<file path="src/sv/ycvt_pkg.sv">
package ycvt_pkg;

  localparam int unsigned CoefScale  = 1000000;
  localparam int unsigned CoefRedV   = 1370705;
  localparam int unsigned CoefBlueU  = 1732446;
  localparam int unsigned CoefGreenU = 337633;
  localparam int unsigned CoefGreenV = 698001;
  localparam int unsigned ChromaBias = 128;
  localparam int unsigned ChromaLevels = 256;

  localparam int unsigned ByteW  = 8;
  localparam int unsigned PixelW = 16;
  localparam int unsigned InDataW  = 4 * ByteW;
  localparam int unsigned OutDataW = 2 * PixelW;

  // signed chroma offset, largest magnitude is 221 (blue from u)
  typedef logic signed [8:0] off_t;
  typedef off_t off_tab_t [ChromaLevels];

  typedef struct packed {
    off_t off_r;
    off_t off_g;
    off_t off_b;
  } chroma_off_t;

  typedef struct packed {
    logic [ByteW-1:0] luma_first;
    logic [ByteW-1:0] chroma_blue;
    logic [ByteW-1:0] luma_second;
    logic [ByteW-1:0] chroma_red;
    logic             last;
  } macropix_t;

  // trunc(coef * (byte - 128) / 1e6) toward zero, built at elaboration
  function automatic off_tab_t build_off_tab(int unsigned coef);
    off_tab_t    tab;
    int          d;
    int unsigned mag;
    int unsigned q;
    for (int i = 0; i < int'(ChromaLevels); i++) begin
      d   = i - int'(ChromaBias);
      mag = (d < 0) ? int'(-d) : int'(d);
      q   = (mag * coef) / CoefScale;
      tab[i] = (d < 0) ? off_t'(-int'(q)) : off_t'(q);
    end
    return tab;
  endfunction

  localparam off_tab_t OffRedTab    = build_off_tab(CoefRedV);
  localparam off_tab_t OffBlueTab   = build_off_tab(CoefBlueU);
  localparam off_tab_t OffGreenUTab = build_off_tab(CoefGreenU);
  localparam off_tab_t OffGreenVTab = build_off_tab(CoefGreenV);

endpackage

</file>
<file path="src/sv/ycvt_chroma.sv">
module ycvt_chroma (
  input  logic [ycvt_pkg::ByteW-1:0] chroma_blue_i,
  input  logic [ycvt_pkg::ByteW-1:0] chroma_red_i,
  output ycvt_pkg::chroma_off_t      offs_o
);
  import ycvt_pkg::*;

  off_t off_gu;
  off_t off_gv;

  assign off_gu = OffGreenUTab[chroma_blue_i];
  assign off_gv = OffGreenVTab[chroma_red_i];

  // green parts stay within +-133, no overflow in nine bits
  assign offs_o.off_r = OffRedTab[chroma_red_i];
  assign offs_o.off_b = OffBlueTab[chroma_blue_i];
  assign offs_o.off_g = off_gu + off_gv;

endmodule

</file>
<file path="src/sv/ycvt_pixel.sv">
module ycvt_pixel (
  input  logic [ycvt_pkg::ByteW-1:0]  luma_i,
  input  ycvt_pkg::chroma_off_t       offs_i,
  output logic [ycvt_pkg::PixelW-1:0] pixel_o
);
  import ycvt_pkg::*;

  logic signed [10:0] luma_s;
  logic signed [10:0] sum_r;
  logic signed [10:0] sum_g;
  logic signed [10:0] sum_b;
  logic [ByteW-1:0]   red;
  logic [ByteW-1:0]   green;
  logic [ByteW-1:0]   blue;

  function automatic logic [ByteW-1:0] clamp8(logic signed [10:0] v);
    logic [ByteW-1:0] r;
    if (v < 0) begin
      r = '0;
    end else if (v > 11'sd255) begin
      r = '1;
    end else begin
      r = v[ByteW-1:0];
    end
    return r;
  endfunction

  assign luma_s = $signed({3'b000, luma_i});
  assign sum_r  = luma_s + 11'(offs_i.off_r);
  assign sum_g  = luma_s - 11'(offs_i.off_g);
  assign sum_b  = luma_s + 11'(offs_i.off_b);

  assign red   = clamp8(sum_r);
  assign green = clamp8(sum_g);
  assign blue  = clamp8(sum_b);

  assign pixel_o = {red[7:3], green[7:2], blue[7:3]};

endmodule

</file>
<file path="src/sv/yuyv_to_rgb565_converter.sv">
// Converts a stream of YUYV 4:2:2 macropixels to pairs of RGB565 pixels. Each input word
// carries Y0, U, Y1, V; each output word carries the two pixels, sharing the chroma of the
// word. Offsets follow the usual BT.601-style coefficients truncated toward zero, channels
// are clamped to 0..255 before packing, and tlast is carried along unchanged. The block
// takes one word every clock while the output is not stalled. An accepted word is held in
// the input register, where the chroma tables and the per-pixel add and clamp work on it,
// and its result is then registered in the output register. A stalled output holds its
// word; the input register still takes one more word and then tready drops until the output moves.
module yuyv_to_rgb565_converter (
  input  logic                               clk_i,
  input  logic                               rst_ni,
  input  logic                               s_axis_tvalid,
  output logic                               s_axis_tready,
  // [7:0] luma_first, [15:8] chroma_blue, [23:16] luma_second, [31:24] chroma_red
  input  logic [ycvt_pkg::InDataW-1:0]       s_axis_tdata,
  input  logic                               s_axis_tlast,
  output logic                               m_axis_tvalid,
  input  logic                               m_axis_tready,
  // [15:0] pixel_first, [31:16] pixel_second
  output logic [ycvt_pkg::OutDataW-1:0]      m_axis_tdata,
  output logic                               m_axis_tlast
);
  import ycvt_pkg::*;

  logic        in_valid_q;
  logic        in_valid_d;
  macropix_t   in_word_q;
  logic        out_valid_q;
  logic        out_valid_d;
  logic [PixelW-1:0] pix0_q;
  logic [PixelW-1:0] pix1_q;
  logic              last_q;

  logic        advance;
  logic        s_accept;
  chroma_off_t offs;
  logic [PixelW-1:0] pix0;
  logic [PixelW-1:0] pix1;

  // output slot free or being emptied this cycle
  assign advance       = !out_valid_q || m_axis_tready;
  assign s_axis_tready = !in_valid_q || advance;
  assign s_accept      = s_axis_tvalid && s_axis_tready;

  assign in_valid_d  = s_axis_tready ? s_axis_tvalid : in_valid_q;
  assign out_valid_d = advance ? in_valid_q : out_valid_q;

  always_ff @(posedge clk_i or negedge rst_ni) begin
    if (!rst_ni) begin
      in_valid_q  <= 1'b0;
      out_valid_q <= 1'b0;
    end else begin
      in_valid_q  <= in_valid_d;
      out_valid_q <= out_valid_d;
    end
  end

  always_ff @(posedge clk_i) begin
    if (s_accept) begin
      in_word_q.luma_first  <= s_axis_tdata[7:0];
      in_word_q.chroma_blue <= s_axis_tdata[15:8];
      in_word_q.luma_second <= s_axis_tdata[23:16];
      in_word_q.chroma_red  <= s_axis_tdata[31:24];
      in_word_q.last        <= s_axis_tlast;
    end
  end

  ycvt_chroma u_chroma (
    .chroma_blue_i (in_word_q.chroma_blue),
    .chroma_red_i  (in_word_q.chroma_red),
    .offs_o        (offs)
  );

  ycvt_pixel u_pixel0 (
    .luma_i  (in_word_q.luma_first),
    .offs_i  (offs),
    .pixel_o (pix0)
  );

  ycvt_pixel u_pixel1 (
    .luma_i  (in_word_q.luma_second),
    .offs_i  (offs),
    .pixel_o (pix1)
  );

  always_ff @(posedge clk_i) begin
    if (advance && in_valid_q) begin
      pix0_q <= pix0;
      pix1_q <= pix1;
      last_q <= in_word_q.last;
    end
  end

  assign m_axis_tvalid = out_valid_q;
  assign m_axis_tdata  = {pix1_q, pix0_q};
  assign m_axis_tlast  = last_q;

  // an accepted word always lands in the input register
  a_accept_loads : assert property (@(posedge clk_i) disable iff (!rst_ni)
    s_accept |=> in_valid_q)
    else $error("accepted word did not reach input register");

  // a loaded input register moves on when the output slot is free
  a_stage_moves : assert property (@(posedge clk_i) disable iff (!rst_ni)
    (in_valid_q && advance) |=> out_valid_q)
    else $error("input word lost on its way to output register");

  // both registers full and output stalled: input must be held off
  a_full_stall : assert property (@(posedge clk_i) disable iff (!rst_ni)
    (in_valid_q && out_valid_q && !m_axis_tready) |-> !s_axis_tready)
    else $error("input accepted while pipeline full and stalled");

  // a stalled result keeps its pixels
  a_result_held : assert property (@(posedge clk_i) disable iff (!rst_ni)
    (out_valid_q && !m_axis_tready) |=> (out_valid_q && $stable(pix0_q) && $stable(pix1_q)))
    else $error("stalled result changed");

endmodule

</file>
<file path="config.mk">
export PLATFORM = sky130hd
export DESIGN_NAME = yuyv_to_rgb565_converter
export DESIGN_NICKNAME = d
export VERILOG_FILES = /design/src/sv/ycvt_pkg.sv /design/src/sv/ycvt_chroma.sv /design/src/sv/ycvt_pixel.sv /design/src/sv/yuyv_to_rgb565_converter.sv
export SDC_FILE = /design/constraint.sdc
export NUM_CORES = 1
export LEC_CHECK = 0
export ABC_AREA = 1
export BUFFER_PORTS_ARGS = -buffer_cell sky130_fd_sc_hd__buf_2
export CORE_AREA = 5 5 185 187
export DETAILED_ROUTE_END_ITERATION = 16
export DIE_AREA = 0 0 190 192
export GPL_TIMING_DRIVEN = 1
export PLACE_DENSITY = 0.47
export SKIP_LAST_GASP = 1
export SYNTH_ARGS = -nofsm -noshare
export SYNTH_HDL_FRONTEND = slang
export SYNTH_SLANG_ARGS = --single-unit
</file>
<file path="constraint.sdc">
create_clock -name clk_i -period 10.4 [get_ports clk_i]
set_input_delay 0.52 -clock clk_i [delete_from_list [all_inputs] [get_ports clk_i]]
set_output_delay 0.52 -clock clk_i [all_outputs]
set_load 0.05 [all_outputs]
</file>
==> impl_metrics.ini <==
[run_status]
outcome = finished clean

[logic_synthesis]
synthXorXnorAreaFrac_pct = 2.56
synth-simple-area-share_pct = 32.2
synth-seq-area-share_pct = 21.2
yosys_warnings = 0
syn_nets = 1614
synthMuxAreaShare_pct = 0
synth_edf_count = 66
synth_cells = 1501
synth_compound_area_share_pct = 23.4
synth_cell_types = 57
yosys_register_bits = 68
netlist_area_um2 = 9580
yosys_most_used_dff = edfxtp_1
synth_area_per_cell_um2 = 6.38
synth_top_family_by_area = simple AND/OR/NAND/NOR gates
synth-adder-area-share_pct = 10.5
synthArstFlopShare_pct = 2.94

[timing]
slew_violations = 0
fmax_ghz = 0.191
finalSetupViolations = 0
finalClockSkew_ns = 0.0104
period_needed_ns = 5.22
slew_headroom_pct = 27.9
setup_tns_ns = 0
hold_ws_ns = 0.340
period_share_pct = 50.2
rsz0062_at_grt = false
finalHoldViolations = 0
tightest_slew_ns = 1.08

[clocking]
clk_pin_slew_ns = 0.06
cts-root-buf = clkbuf_16
clk_latency_ns = 0.35
numCtsBuffers = 9
h-tree-depth = 3
post_cts_buffers = 0
clk_path_buf_depth = 2
cts_num_sinks = 68
tritoncts = yes

[die]
start_util_pct = 29.7
core_area_um2 = 32300
io_pins = 72
dieHeight_um = 192
dieArea_um2 = 36500
rows = 66
fp.dieW_um = 190

[setup_path]
path_class = reg2reg
worstPathArrival_ns = 5.33
critPathLaunch = in_word_q[5]
crit_required_ns = 10.50
reg2reg_depth = 26
cp-end-kind = flop
r2r_setup_slack_ns = 5.18
r2r-start = in_word_q[5]
startpoint_type = flop
regToRegEndpoint = pix0_q[9]
critical_path.max_fanout = 32
crit_path_end = pix0_q[9]

[grt]
grt_pass1_vias = 10300
use_met1_pct = 25.7
grtUsageMet3_pct = 2.96
grt_busiest_layer = met2
grt_pass1_wl_mm = 56.3
antenna_found_initial = 0
grt_util_met2_pct = 31.4
grt_overflow = 0
grt_max_degree = 37
grtUsageTotal_pct = 19.2

[power]
p_leak_nw = 5.03
total_power_w = 0.00177
powerDensity_nw_per_um2 = 166
ir_drop_uv = 78.7

[min_path]
min_from = s_axis_tdata[28]
worstHoldPathType = in2reg

[detailed_routing]
ant_nets = 0
drcViolationCount = 0
wire_per_inst_um = 18.0
vias = 10700
dr.pass1.iters = 6
drt-total-wl_mm = 35.6
initialDrtViolationCount = 1332
via_per_inst = 5.38

[cells_and_area]
area_growth_pct = 10.8
layout.nets = 1649
drive_above_1_share_pct = 10.8
fin_area_um2 = 10600
antenna_cells = 0

[place]
gp_congestion = 0.942
dp_hpwl_mm = 27.5
port_buffers = 71
placed_cell_area_um2 = 10300

[job]
max-cap-violations = 0
[layout by cell type, fill, tap and decap left out, types with 3 or more instances in the layout]
| cell | n |
|---|---|
| edfxtp_1 | 66 |
| nand3b_2 | 3 |
| a21oi_1 | 133 |
| fa_1 | 7 |
| o2111ai_1 | 8 |
| a21boi_2 | 3 |
| xnor2_1 | 9 |
| nand4_1 | 9 |
| buf_4 | 12 |
| a31oi_1 | 17 |
| nand2_1 | 382 |
| nor2_1 | 109 |
| o21ai_0 | 120 |
| a221oi_1 | 7 |
| nor2_2 | 3 |
| o22ai_1 | 11 |
| inv_1 | 172 |
| clkinv_1 | 3 |
| a21oi_2 | 3 |
| clkbuf_16 | 9 |
| nand2_2 | 21 |
| ha_1 | 69 |
| nand3_2 | 12 |
| or2_2 | 4 |
| o21ai_1 | 6 |
| inv_2 | 10 |
| o211ai_1 | 29 |
| o311ai_0 | 4 |
| o21ai_2 | 3 |
| buf_2 | 71 |
| o221ai_1 | 10 |
| xor2_1 | 19 |
| nand3b_1 | 5 |
| o31ai_1 | 6 |
| o21bai_1 | 3 |
| a211oi_1 | 8 |
| nor3_1 | 19 |
| nand3_1 | 125 |
| a22oi_1 | 3 |
[cells in the mapped netlist (4+ instances only)]
| cell | number | share of area, % |
|---|---|---|
| buf_1 | 8 | 0.31 |
| o311ai_0 | 4 | 0.37 |
| nand3_2 | 12 | 1.3 |
| inv_1 | 172 | 6.7 |
| o21ai_1 | 6 | 0.31 |
| a31oi_1 | 17 | 1.1 |
| ha_1 | 69 | 9.0 |
| buf_4 | 4 | 0.31 |
| a221oi_1 | 7 | 0.64 |
| nand3b_1 | 5 | 0.39 |
| xor2_1 | 19 | 1.7 |
| a21oi_1 | 134 | 7.0 |
| o22ai_1 | 11 | 0.72 |
| o21ai_0 | 120 | 6.3 |
| o2111ai_1 | 8 | 0.73 |
| edfxtp_1 | 66 | 21 |
| a211oi_1 | 8 | 0.63 |
| nand3_1 | 125 | 6.5 |
| nand2_2 | 21 | 1.4 |
| nand4_1 | 9 | 0.59 |
| nor3_1 | 19 | 0.99 |
| inv_2 | 10 | 0.39 |
| clkbuf_1 | 25 | 0.98 |
| nand2_1 | 382 | 15 |
| o221ai_1 | 10 | 0.91 |
| or2_2 | 4 | 0.26 |
| buf_2 | 22 | 1.1 |
| nor2_1 | 109 | 4.3 |
| xnor2_1 | 9 | 0.82 |
| o31ai_1 | 6 | 0.47 |
| fa_1 | 7 | 1.5 |
| o211ai_1 | 29 | 2.3 |
[layout make-up]
type,instances,area (um^2)
clock buffers,10,229
clock inverters,6,65.1
fillers,3605,21700
inverters,185,694
multi-input cells,1188,6590
flip-flops and latches,68,2030
well taps,442,553
repair buffers,84,455
[layer usage]
layer,up-vias,routed length (um)
li1,5201,-
met1,4816,15600
met2,555,16000
met3,99,2850
met4,0,1200
met5,-,0
[power breakdown]
part / leakage (nW) / internal [W] / switching [W]
Combinational: 4.23 / 0.000331 / 0.000723
Sequential: 0.655 / 0.000373 / 0.0000248
Clock: 0.142 / 0.000186 / 0.000128
Total: 5.03 / 0.000890 / 0.000876
[how the worst min path moves through the flow]
stage	to	slack [ns]	cells after the start
global route	in_word_q[5]	0.32	1
finish	in_word_q[5]	0.34	1
global placement	in_valid_q	0.31	1
detailed placement	in_valid_q	0.31	1
CTS	in_word_q[5]	0.32	1
floorplan	in_valid_q	0.22	0
[kinds of logic after synthesis]
| logic type | after synthesis |
|---|---|
| DFF | 68 |
| adders and majority gates | 76 |
| xor gates and xnor gates | 28 |
| and+or+nand+nor | 702 |
| AOI/OAI and AO/OA | 382 |
| buffers and inverters | 245 |
[per-stage QoR]
step	setup WS [ns]	cells	util, %
2_1_floorplan	6.15	1501	-
3_3_place_gp	5.17	1966	31.9
3_5_place_dp	5.28	1966	31.9
4_1_cts	5.26	1983	32.9
5_1_grt	4.65	1983	32.9
6_report	5.18	1983	32.9
[state kept, by name (all words and copies together), names as in the netlist]
signal / cells
m_axis_tlast: 1
in_word_q: 33
in_valid_q: 1
pix0_q: 16
m_axis_tvalid: 1
pix1_q: 16
[what timing repair did]
| item | 4_1_cts | 5_1_grt |
|---|---|---|
| endpoints found under the hold margin | 2 | 0 |
| hold buffers | 1 | 0 |
| resized for setup | 0 | 0 |
[critical path, stage by stage, from the launching register on]
cell and delay [ns]:
edfxtp_1 0.32, buf_4 0.33, inv_1 0.56, nor2_1 0.65
inv_1 0.26, a21oi_1 0.18, nor2_1 0.07, o211ai_1 0.09
o211ai_1 0.12, nand2_1 0.15, inv_1 0.12, ha_1 0.33
nand3_1 0.09, nand3_1 0.10, xor2_1 0.19, ha_1 0.36
nand2_1 0.06, o21ai_0 0.27, nand3_1 0.13, nand2_1 0.08
nand2_1 0.06, nand2_1 0.09, nand2_2 0.08, nand3_2 0.10
nand3_1 0.09, nand2_1 0.06, inv_1 0.03
(Power assumes the default switching activity.)
